===== config.mk =====
export PLATFORM = sky130hd
export DESIGN_NAME = lifecycle_gate_fsm_top
export DESIGN_NICKNAME = d
export VERILOG_FILES = /design/src/rtl/lgf_pkg.sv /design/src/rtl/lgf_step.sv /design/src/rtl/lifecycle_gate_fsm_top.sv
export SDC_FILE = /design/constraint.sdc
export NUM_CORES = 1
export LEC_CHECK = 0
export ABC_AREA = 1
export BUFFER_PORTS_ARGS = -buffer_cell sky130_fd_sc_hd__buf_4
export CAP_MARGIN = 5
export CORE_ASPECT_RATIO = 1.1
export CORE_MARGIN = 3
export CORE_UTILIZATION = 25
export DETAILED_ROUTE_END_ITERATION = 10
export SLEW_MARGIN = 20
export SYNTH_ARGS = -nofsm -noshare
export SYNTH_HDL_FRONTEND = slang
export SYNTH_SLANG_ARGS = --single-unit

===== constraint.sdc =====
create_clock -name aclk -period 4.3 [get_ports aclk]
set_input_delay 0.645 -clock aclk [delete_from_list [all_inputs] [get_ports aclk]]
set_output_delay 0.645 -clock aclk [all_outputs]
set_load 0.02 [all_outputs]

===== src/rtl/lgf_pkg.sv =====
// Shared types and codes for the lifecycle gate state machine.
package lgf_pkg;

    // Parameter defaults
    localparam int DEPTH_BITS_DEF = 16;
    localparam int GEN_BITS_DEF   = 64;

    // Lifecycle states
    typedef enum logic [3:0] {
        ST_BOOT     = 4'd0,
        ST_ACTIVE   = 4'd1,
        ST_QUIESCE  = 4'd2,
        ST_BASELINE = 4'd3,
        ST_SAVING   = 4'd4,
        ST_REAPPLY  = 4'd5,
        ST_SHUTDOWN = 4'd6,
        ST_STOPPED  = 4'd7,
        ST_FAILED   = 4'd8
    } life_state_t;

    // Event codes on the request word
    localparam logic [3:0] EV_ACTIVATE      = 4'd0;
    localparam logic [3:0] EV_SAVE_BEGIN    = 4'd1;
    localparam logic [3:0] EV_SAVE_OK       = 4'd2;
    localparam logic [3:0] EV_SAVE_FAIL     = 4'd3;
    localparam logic [3:0] EV_SAVE_CANCEL   = 4'd4;
    localparam logic [3:0] EV_REAPPLY       = 4'd5;
    localparam logic [3:0] EV_SHUTDOWN_REQ  = 4'd6;
    localparam logic [3:0] EV_SHUTDOWN_DONE = 4'd7;
    localparam logic [3:0] EV_INTERRUPT     = 4'd8;

    // Diagnostic codes
    typedef enum logic [1:0] {
        DIAG_NONE    = 2'd0,
        DIAG_INVALID = 2'd1,
        DIAG_NOACK   = 2'd2
    } diag_t;

    // Verdict flags from the transition logic
    typedef struct packed {
        logic  rejected;
        diag_t diag;
        logic  mutation_ok;
    } step_flags_t;

endpackage


===== src/rtl/lgf_step.sv =====
// Transition logic: one event against the current lifecycle state.
module lgf_step #(
    parameter int DEPTH_BITS = lgf_pkg::DEPTH_BITS_DEF,
    parameter int GEN_BITS   = lgf_pkg::GEN_BITS_DEF
) (
    input  logic [3:0]              req_type,
    input  logic                    baseline_ack,
    input  lgf_pkg::life_state_t    cur_state,
    input  logic [DEPTH_BITS-1:0]   cur_nesting,
    input  logic [GEN_BITS-1:0]     cur_gen,
    output lgf_pkg::life_state_t    next_state,
    output logic [DEPTH_BITS-1:0]   next_nesting,
    output logic [GEN_BITS-1:0]     next_gen,
    output lgf_pkg::step_flags_t    flags
);

    localparam logic [DEPTH_BITS-1:0] NEST_MAX = {DEPTH_BITS{1'b1}};
    localparam logic [DEPTH_BITS-1:0] NEST_ONE = DEPTH_BITS'(1);

    lgf_pkg::diag_t diag;
    logic           can_exit;

    // States from which shutdown or interrupt may leave, ack aside
    assign can_exit = (cur_state == lgf_pkg::ST_BOOT)     ||
                      (cur_state == lgf_pkg::ST_ACTIVE)   ||
                      (cur_state == lgf_pkg::ST_QUIESCE)  ||
                      (cur_state == lgf_pkg::ST_BASELINE) ||
                      (cur_state == lgf_pkg::ST_SAVING)   ||
                      (cur_state == lgf_pkg::ST_REAPPLY);

    // Next state, nesting depth, generation and diagnostic
    always_comb begin
        next_state   = cur_state;
        next_nesting = cur_nesting;
        next_gen     = cur_gen;
        diag         = lgf_pkg::DIAG_NONE;
        case (req_type)
            lgf_pkg::EV_ACTIVATE: begin
                if (cur_state != lgf_pkg::ST_BOOT) begin
                    diag = lgf_pkg::DIAG_INVALID;
                end else begin
                    next_state = lgf_pkg::ST_ACTIVE;
                    next_gen   = cur_gen + GEN_BITS'(1);
                end
            end
            lgf_pkg::EV_SAVE_BEGIN: begin
                if (cur_state == lgf_pkg::ST_SAVING) begin
                    // nest deeper, saturating
                    if (cur_nesting != NEST_MAX) begin
                        next_nesting = cur_nesting + NEST_ONE;
                    end
                end else if (cur_state != lgf_pkg::ST_ACTIVE) begin
                    diag = lgf_pkg::DIAG_INVALID;
                end else if (!baseline_ack) begin
                    diag = lgf_pkg::DIAG_NOACK;
                end else begin
                    next_state   = lgf_pkg::ST_SAVING;
                    next_nesting = NEST_ONE;
                end
            end
            lgf_pkg::EV_SAVE_OK, lgf_pkg::EV_SAVE_FAIL, lgf_pkg::EV_SAVE_CANCEL: begin
                if (cur_state != lgf_pkg::ST_SAVING) begin
                    diag = lgf_pkg::DIAG_INVALID;
                end else if (cur_nesting <= NEST_ONE) begin
                    // outermost save closes: a zero depth counts as one
                    next_nesting = '0;
                    next_state   = lgf_pkg::ST_REAPPLY;
                end else begin
                    next_nesting = cur_nesting - NEST_ONE;
                end
            end
            lgf_pkg::EV_REAPPLY: begin
                if (cur_state != lgf_pkg::ST_REAPPLY) begin
                    diag = lgf_pkg::DIAG_INVALID;
                end else begin
                    next_state = lgf_pkg::ST_ACTIVE;
                    next_gen   = cur_gen + GEN_BITS'(1);
                end
            end
            lgf_pkg::EV_SHUTDOWN_REQ, lgf_pkg::EV_INTERRUPT: begin
                if (!can_exit) begin
                    diag = lgf_pkg::DIAG_INVALID;
                end else if (cur_state == lgf_pkg::ST_ACTIVE && !baseline_ack) begin
                    diag = lgf_pkg::DIAG_NOACK;
                end else begin
                    next_nesting = '0;
                    next_state   = (req_type == lgf_pkg::EV_INTERRUPT) ?
                                   lgf_pkg::ST_FAILED : lgf_pkg::ST_SHUTDOWN;
                end
            end
            lgf_pkg::EV_SHUTDOWN_DONE: begin
                if (cur_state != lgf_pkg::ST_SHUTDOWN) begin
                    diag = lgf_pkg::DIAG_INVALID;
                end else begin
                    next_state = lgf_pkg::ST_STOPPED;
                end
            end
            default: begin
                diag = lgf_pkg::DIAG_INVALID;
            end
        endcase
    end

    // Result flags from the verdict and the state reached
    always_comb begin
        flags.rejected    = (diag != lgf_pkg::DIAG_NONE);
        flags.diag        = diag;
        flags.mutation_ok = (next_state == lgf_pkg::ST_ACTIVE);
    end

endmodule


===== src/rtl/lifecycle_gate_fsm_top.sv =====
// Top level of the lifecycle gate state machine.
//
// Usage:
//   The s_ channel carries one lifecycle event per word (s_req_type and
//   s_baseline_ack); the m_ channel returns exactly one result word per event:
//   applied/rejected status, diagnostic, prior and new state, the activation
//   generation after the event and the mutation-permitted flag.
//   Both channels use valid/ready; a word moves when both are high.
//   A word accepted into the input register passes through the transition
//   logic into the result register, which drives the m_ ports.
//   Throughput: one event per cycle, sustained; the state update for an
//   event is a single pass of transition logic between the input register
//   and the result register, and the state registers load together with
//   the result register, so the next event sees the updated state.
//   Stalls: while m_ready is low the result holds; the input register still
//   takes one more word, after which s_ready drops until the result drains.
//   Reset (aresetn low, synchronous): state goes to bootstrap, save depth
//   and generation counter to zero, both pipeline stages empty.
module lifecycle_gate_fsm_top #(
    parameter int DEPTH_BITS = lgf_pkg::DEPTH_BITS_DEF,
    parameter int GEN_BITS   = lgf_pkg::GEN_BITS_DEF
) (
    input  logic                aclk,
    input  logic                aresetn,
    input  logic                s_valid,
    output logic                s_ready,
    input  logic [3:0]          s_req_type,
    input  logic                s_baseline_ack,
    output logic                m_valid,
    input  logic                m_ready,
    output logic                m_status,
    output logic [1:0]          m_diagnostic,
    output logic [3:0]          m_prior_state,
    output logic [3:0]          m_new_state,
    output logic [GEN_BITS-1:0] m_gen_count,
    output logic                m_mutation_ok
);

    // Input stage
    logic                 in_valid_reg;
    logic [3:0]           in_req_reg;
    logic                 in_ack_reg;

    // Architectural state
    lgf_pkg::life_state_t  state_reg;
    lgf_pkg::life_state_t  state_next;
    logic [DEPTH_BITS-1:0] nesting_reg;
    logic [DEPTH_BITS-1:0] nesting_next;
    logic [GEN_BITS-1:0]   gen_reg;
    logic [GEN_BITS-1:0]   gen_next;
    lgf_pkg::step_flags_t  flags_next;

    // Result stage
    logic                 out_valid_reg;
    lgf_pkg::step_flags_t out_flags_reg;
    lgf_pkg::life_state_t out_prior_reg;
    lgf_pkg::life_state_t out_new_reg;
    logic [GEN_BITS-1:0]  out_gen_reg;

    logic out_load;
    logic in_load;

    // Handshake: advance when the result slot is free or draining
    assign out_load = in_valid_reg && (!out_valid_reg || m_ready);
    assign s_ready  = !in_valid_reg || out_load;
    assign in_load  = s_valid && s_ready;

    lgf_step #(
        .DEPTH_BITS (DEPTH_BITS),
        .GEN_BITS   (GEN_BITS)
    ) u_step (
        .req_type     (in_req_reg),
        .baseline_ack (in_ack_reg),
        .cur_state    (state_reg),
        .cur_nesting  (nesting_reg),
        .cur_gen      (gen_reg),
        .next_state   (state_next),
        .next_nesting (nesting_next),
        .next_gen     (gen_next),
        .flags        (flags_next)
    );

    // Capture the incoming word
    always_ff @(posedge aclk) begin
        if (!aresetn) begin
            in_valid_reg <= 1'b0;
        end else if (in_load) begin
            in_valid_reg <= 1'b1;
        end else if (out_load) begin
            in_valid_reg <= 1'b0;
        end
    end

    always_ff @(posedge aclk) begin
        if (in_load) begin
            in_req_reg <= s_req_type;
            in_ack_reg <= s_baseline_ack;
        end
    end

    // Commit the state together with the result
    always_ff @(posedge aclk) begin
        if (!aresetn) begin
            state_reg   <= lgf_pkg::ST_BOOT;
            nesting_reg <= '0;
            gen_reg     <= '0;
        end else if (out_load) begin
            state_reg   <= state_next;
            nesting_reg <= nesting_next;
            gen_reg     <= gen_next;
        end
    end

    // Result register: hold while the receiver stalls
    always_ff @(posedge aclk) begin
        if (!aresetn) begin
            out_valid_reg <= 1'b0;
        end else if (out_load) begin
            out_valid_reg <= 1'b1;
        end else if (m_ready) begin
            out_valid_reg <= 1'b0;
        end
    end

    always_ff @(posedge aclk) begin
        if (out_load) begin
            out_flags_reg <= flags_next;
            out_prior_reg <= state_reg;
            out_new_reg   <= state_next;
            out_gen_reg   <= gen_next;
        end
    end

    assign m_valid       = out_valid_reg;
    assign m_status      = out_flags_reg.rejected;
    assign m_diagnostic  = out_flags_reg.diag;
    assign m_prior_state = out_prior_reg;
    assign m_new_state   = out_new_reg;
    assign m_gen_count   = out_gen_reg;
    assign m_mutation_ok = out_flags_reg.mutation_ok;

    // Transient states never appear as a result state
    a_no_transient: assert property (@(posedge aclk) disable iff (!aresetn)
        m_valid |-> (m_new_state != lgf_pkg::ST_QUIESCE &&
                     m_new_state != lgf_pkg::ST_BASELINE))
        else $error("transient state reported as new state");

    // A rejected event leaves the state where it was
    a_reject_holds: assert property (@(posedge aclk) disable iff (!aresetn)
        (m_valid && m_status) |-> (m_new_state == m_prior_state &&
                                   m_diagnostic != lgf_pkg::DIAG_NONE))
        else $error("rejected event changed state");

    // The shown result matches the committed state
    a_result_state: assert property (@(posedge aclk) disable iff (!aresetn)
        m_valid |-> (m_new_state == state_reg && m_gen_count == gen_reg &&
                     m_mutation_ok == (state_reg == lgf_pkg::ST_ACTIVE)))
        else $error("result disagrees with committed state");

    // The generation only moves on an entry into Active
    a_gen_step: assert property (@(posedge aclk) disable iff (!aresetn)
        (out_load && gen_next != gen_reg) |->
            (state_next == lgf_pkg::ST_ACTIVE && state_reg != lgf_pkg::ST_ACTIVE))
        else $error("generation moved without entering Active");

endmodule


# After elaboration in Yosys (flattened, before gate mapping)

Cells that the tools add are included.

$add $sub $neg: 3
Magnitude comparators: 1
Equal/unequal tests: 25
Multiplexer cells: 38
Reduce and logical (&&, ||, !) cells: 23

Operator list:

| kind                    | count |
|---|---|
| $mux W16                | 8 |
| $mux W64                | 2 |
| $pmux W64 S2            | 1 |
| $add A64 B1 Y64 const B | 1 |
| $pmux W16 S3            | 1 |
| $mux W4                 | 11 |
| $eq A4 B3 Y1 const B    | 6 |
| $pmux W4 S6             | 1 |
| $add A16 B1 Y16 const B | 1 |
| $eq A4 B2 Y1 const B    | 4 |
| $le A16 B1 Y1 const B   | 1 |
| $ne A16 B16 Y1 const B  | 1 |
| $sub A16 B1 Y16 const B | 1 |
| $eq A4 B1 Y1 const B    | 3 |
| $ne A4 B3 Y1 const B    | 3 |
| $pmux W2 S6             | 1 |
| $mux W2                 | 5 |
| $logic_not A4 Y1        | 2 |
| $mux W1                 | 8 |
| $reduce_and A8 Y1       | 1 |
| $logic_or A1 B1 Y1      | 7 |
| $ne A3 B2 Y1 const B    | 2 |
| $reduce_bool A2 Y1      | 3 |
| $eq A4 B4 Y1 const B    | 1 |
| other kinds (10)        | 15 |

Bits in registers: 167
Input bits: 9
Output and inout port bits: 78

# Longest topological paths before layout

Depth after elaboration: 9
Mapped depth: 13
Gate-level depth less buffers: 13

# By module

From an unflattened synthesis, not the netlist that was laid out.

Cells, all modules: 1,620
Area total of the unflattened synthesis: 10,659.0 um2

Modules (own cells, without submodules):

| module                 | instances | cells an instance | area an instance (um2) |
|---|---|---|---|
| lifecycle_gate_fsm_top | 1         | 644               | 6,264.8 |
| lgf_step               | 1         | 976               | 4,394.2 |

# Worst setup path after synthesis

OpenSTA, ideal clock, no wires.

Kind: in2reg
Start point: input m_ready
End point: register out_flags_reg, in the netlist m_diagnostic[0], enable pin
Data arrival time: 3.212 ns
Data required time: 3.830 ns
Setup slack: 0.618 ns
Stages on the path: 5
Path buffers: 1
Cells stage by stage: inv_1 -> nand2_1 -> nand2_1 -> inv_2 -> clkbuf_1

Word-level cells in the longest chain between the ends: 2

RTL lines:

| element              | line                          | RTL |
|---|---|---|
| start, declared      | lifecycle_gate_fsm_top.sv:30  | `input logic m_ready,` |
| $logic_or A1 B1 Y1   | lifecycle_gate_fsm_top.sv:64  | `assign out_load = in_valid_reg && (!out_valid_reg \|\| m_ready);` |
| $logic_and A1 B1 Y1  | lifecycle_gate_fsm_top.sv:64  |  |
| via out_load         | lifecycle_gate_fsm_top.sv:60  | `logic out_load;` |
| end signal, assigned | lifecycle_gate_fsm_top.sv:127 | `out_flags_reg <= flags_next;` |
| end, declared        | lifecycle_gate_fsm_top.sv:55  | `lgf_pkg::step_flags_t out_flags_reg;` |

The timed path passes the listed nets, and every way through them passes these cells.
A chain may end at the register's enable or synchronous reset.

# Final worst setup path

Start point: register in_req_reg[3]
End point: register gen_reg[21]

Word-level cells in the longest chain between the ends: 2
Elaborated cells between the ends (all ways): 3

RTL lines:

| element                                                 | line                          | RTL |
|---|---|---|
| start, declared                                         | lifecycle_gate_fsm_top.sv:41  | `logic [3:0] in_req_reg;` |
| start signal, assigned                                  | lifecycle_gate_fsm_top.sv:96  | `in_req_reg <= s_req_type;` |
| $eq A4 B3 Y1 / $logic_not A4 Y1 (equally long branches) | lgf_step.sv:37                | `case (req_type)` |
| $pmux W64 S2 (*)                                        | lgf_step.sv:37                |  |
| via gen_next[21]                                        | lifecycle_gate_fsm_top.sv:50  | `logic [GEN_BITS-1:0] gen_next;` |
| end signal, assigned                                    | lifecycle_gate_fsm_top.sv:110 | `gen_reg <= gen_next;` |
| end, declared                                           | lifecycle_gate_fsm_top.sv:49  | `logic [GEN_BITS-1:0] gen_reg;` |

The timed path passes the listed nets; every way through them passes the cells marked *.

==> flow_metrics.tcl <==
set metrics [dict create \
    status "complete, no violations" \
    setup_viol 0 \
    arrival_ps 2960 \
    finalPower_mw 3.934 \
    p_leak_nw 4.752 \
    path_clk_slew_ps 80 \
    clkLatencyLatePin_ps 450 \
    grt.overflow.total 0 \
    ios 87 \
    clk_path_buf_depth 2 \
    required_ps 4640 \
    worst_pin_slew_ps 883.7 \
    cts_tree "built" \
    ctsHtreeMaxLevel 4 \
    die_width_um 192.8 \
    cts.sinks 167 \
    max_freq_ghz 0.3815 \
    final_cells 1926 \
    period_share_pct 60.95 \
    layout-drive-gt1-share_pct 12.64 \
    post_cts_buffers 0 \
    cts-root-buf "clkbuf_16" \
    hold_path_depth 1 \
    place_inst 1894 \
    wl_per_cell_um 14.75 \
    irDropWorstVdd_v 0.0002996 \
    grt_util_all_layers_pct 13.99 \
    nNetsFinal 1432 \
    power_density_nw_per_um2 348.3 \
    drc 0 \
    r2r_start "in_req_reg[3]$_DFFE_PP_" \
    synth_nets 1361 \
    synth_top_area_share_pct 25.34 \
    worstSetupEndpointType "flip-flop" \
    hold_viol 0 \
    fin_crit_ps 2621 \
    reg2reg_setup_slack_ps 1680 \
    r2r-end "gen_reg[21]$_SDFFE_PN0P_" \
    fp-row-count 74 \
    ys_warn_count 0 \
    num_vias 8874 \
    postRouteWirelength_um 28400 \
    grt_pass1_vias 8297 \
    syn2layout_area_growth_pct 17.66 \
    cp-start-kind "flip-flop" \
    grt_setup_unrepaired "false" \
    drv_cap 0 \
    hp-start "s_baseline_ack" \
    antenna_left 0 \
    grt_max_degree 108 \
    worstHoldEndpoint "in_ack_reg$_DFFE_PP_" \
    io_buffers 86 \
    antenna_found_initial 0 \
    holdBufCountCts 0 \
    initial_core_util_pct 25.60 \
    fin_setup_tns_ps 0 \
    critPathKind "flip-flop to flip-flop" \
    crit_fanout 31 \
    hp-class "input port to flip-flop" \
    die_height_um 211.5 \
    fin_skew_ps 14.79 \
    dr.pass1.iters 5 \
    core_um2 37500 \
    slew_violations 0 \
    synth_area_um2 9599 \
    yosysUniqueCellTypes 40 \
    grt_pass1_wl_um 44880 \
    avgViaCountPerCell 4.607 \
    cts_buffers 17 \
    gp_congestion 0.9059 \
    netlist_top_cells_area "edfxtp_1, dfxtp_1, nand2_1" \
    dp_hpwl_um 20740 \
    netlist.top_cell.by_area "edfxtp_1" \
    reg2reg_depth 9 \
    slew_headroom_pct 41.09 \
    synth.avg_cell_area_um2 7.121 \
    netlist_instances 1348 \
    die_area_um2 40790 \
    drt-initial-drc-count 620 \
    yosysSeqAreaShare_pct 43.27 \
    ys_seq_elements 167 \
    cts_resized 0 \
    diodes 0 \
]
power breakdown:
part / total [mW] / internal (mW) / switching, mW
clock network: 1.54 / 0.779 / 0.764
logic: 0.526 / 0.178 / 0.348
registers: 1.86 / 1.77 / 0.0904
critical path, cell delays in order (launching register included):
cell      delay, ps
edfxtp_1        480
nor2_1          160
nand2_1         110
o21ai_1         140
nand3_2         680
buf_4           470
o21ai_0         160
nand2_1         100
o21ai_0         150
inv_1            50
routing by layer:
| layer | GRT usage, % | routed length, um | share of wire [%] | vias to the layer above |
|---|---|---|---|---|
| li1 | - | - | - | 4506 |
| met1 | 18.18 | 12890 | 45 | 4112 |
| met2 | 23.48 | 13560 | 48 | 224 |
| met3 | 2.584 | 1291 | 4.5 | 32 |
| met4 | 4.497 | 650 | 2.3 | 0 |
| met5 | 0 | 0 | 0 | - |
worst max-delay path by stage:
stage	start	to	slack (ps)	depth (start not counted)
finish	in_req_reg[3]$_DFFE_PP_	gen_reg[21]$_SDFFE_PN0P_	1680	9
global route	in_req_reg[3]$_DFFE_PP_	gen_reg[35]$_SDFFE_PN0P_	1500	9
CTS	in_req_reg[1]$_DFFE_PP_	gen_reg[43]$_SDFFE_PN0P_	1690	9
detailed placement	in_req_reg[1]$_DFFE_PP_	m_gen_count[11]$_DFFE_PP_	1700	7
global placement	in_req_reg[1]$_DFFE_PP_	m_gen_count[43]$_DFFE_PP_	1730	7
floorplan	m_ready	m_diagnostic[0]$_DFFE_PP_	620	5
stage by stage:
stage / hold slack, ps / instance area [um^2] / setup slack (ps) / util, %
floorplan: 424.9 / 9599 / 617.7 / -
global placement: 432.1 / 10710 / 1733 / 28.55
detailed placement: 453.3 / 10710 / 1702 / 28.55
CTS: 359.1 / 11290 / 1686 / 30.12
global route: 360.4 / 11290 / 1501 / 30.12
finish: 375.5 / 11290 / 1679 / 30.12
cell usage after synthesis:
library cell  count
buf_6             4
inv_1           182
a21oi_1          73
buf_4             7
dfxtp_1          86
inv_2             9
nor2_1          185
nand2_1         327
clkbuf_1         17
o21ai_0          70
nand2_4           2
a211oi_1          2
nand2_2           4
nor3_1           20
nor3_2            3
o21bai_1          9
buf_1             5
xor2_1           30
nor2_4           10
nand4_1          20
and2_1            4
buf_2             7
o211ai_1          2
edfxtp_1         81
xnor2_1           2
o21ai_2           2
or2_1             2
o21ai_1          33
a31oi_1           2
o31ai_1           1
or2_4             1
ha_1              4
or2_2             5
nand3_1         114
nor2_2           13
mux2i_1           1
nand3_2           6
a21o_1            1
o22ai_1           1
o21ai_4           1
cell type report:
| type | count | area, um^2 |
|---|---|---|
| Fill cell | 4085 | 26200 |
| Multi-Input combinational cell | 950 | 4521 |
| Sequential cell | 167 | 4154 |
| Inverter | 191 | 721.9 |
| Timing Repair Buffer | 92 | 690.7 |
| Tap cell | 494 | 618.1 |
| Clock buffer | 18 | 429.2 |
| Clock inverter | 14 | 160.2 |
placed cells by master, fill, tap and decap left out, types with 2 or more instances in the layout:
cell type     n
nand2_1     326
nor2_1      185
inv_1       182
nand3_1     113
buf_4        92
dfxtp_1      86
edfxtp_1     81
a21oi_1      73
o21ai_0      70
o21ai_1      33
xor2_1       30
nor3_1       20
nand4_1      20
clkbuf_16    17
nor2_2       13
nor2_4       10
o21bai_1      9
inv_2         8
nand3_2       7
nand2_2       5
or2_2         5
and2_1        4
ha_1          4
clkinv_8      4
inv_8         4
inv_6         3
nor3_2        3
nand2_4       2
xnor2_1       2
or2_1         2
o21ai_2       2
a31oi_1       2
o211ai_1      2
a211oi_1      2
clkinvlp_4    2
clkinv_4      2
logic make-up (layout without fill, tap and decap cells):
kind of cell | Yosys count | count (layout) | synth area share [%]
AO/OA/AOI/OAI | 197 | 197 | 10.90
flip-flops | 167 | 167 | 43.27
buffers and inverters | 231 | 315 | 9.711
AND/OR/NAND/NOR | 716 | 716 | 32.57
adder cells (fa/ha/maj) | 4 | 4 | 0.5214
multiplexers | 1 | 1 | 0.1043
XOR/XNOR | 32 | 32 | 2.920
Note: power is estimated with default switching activity, not from simulation.
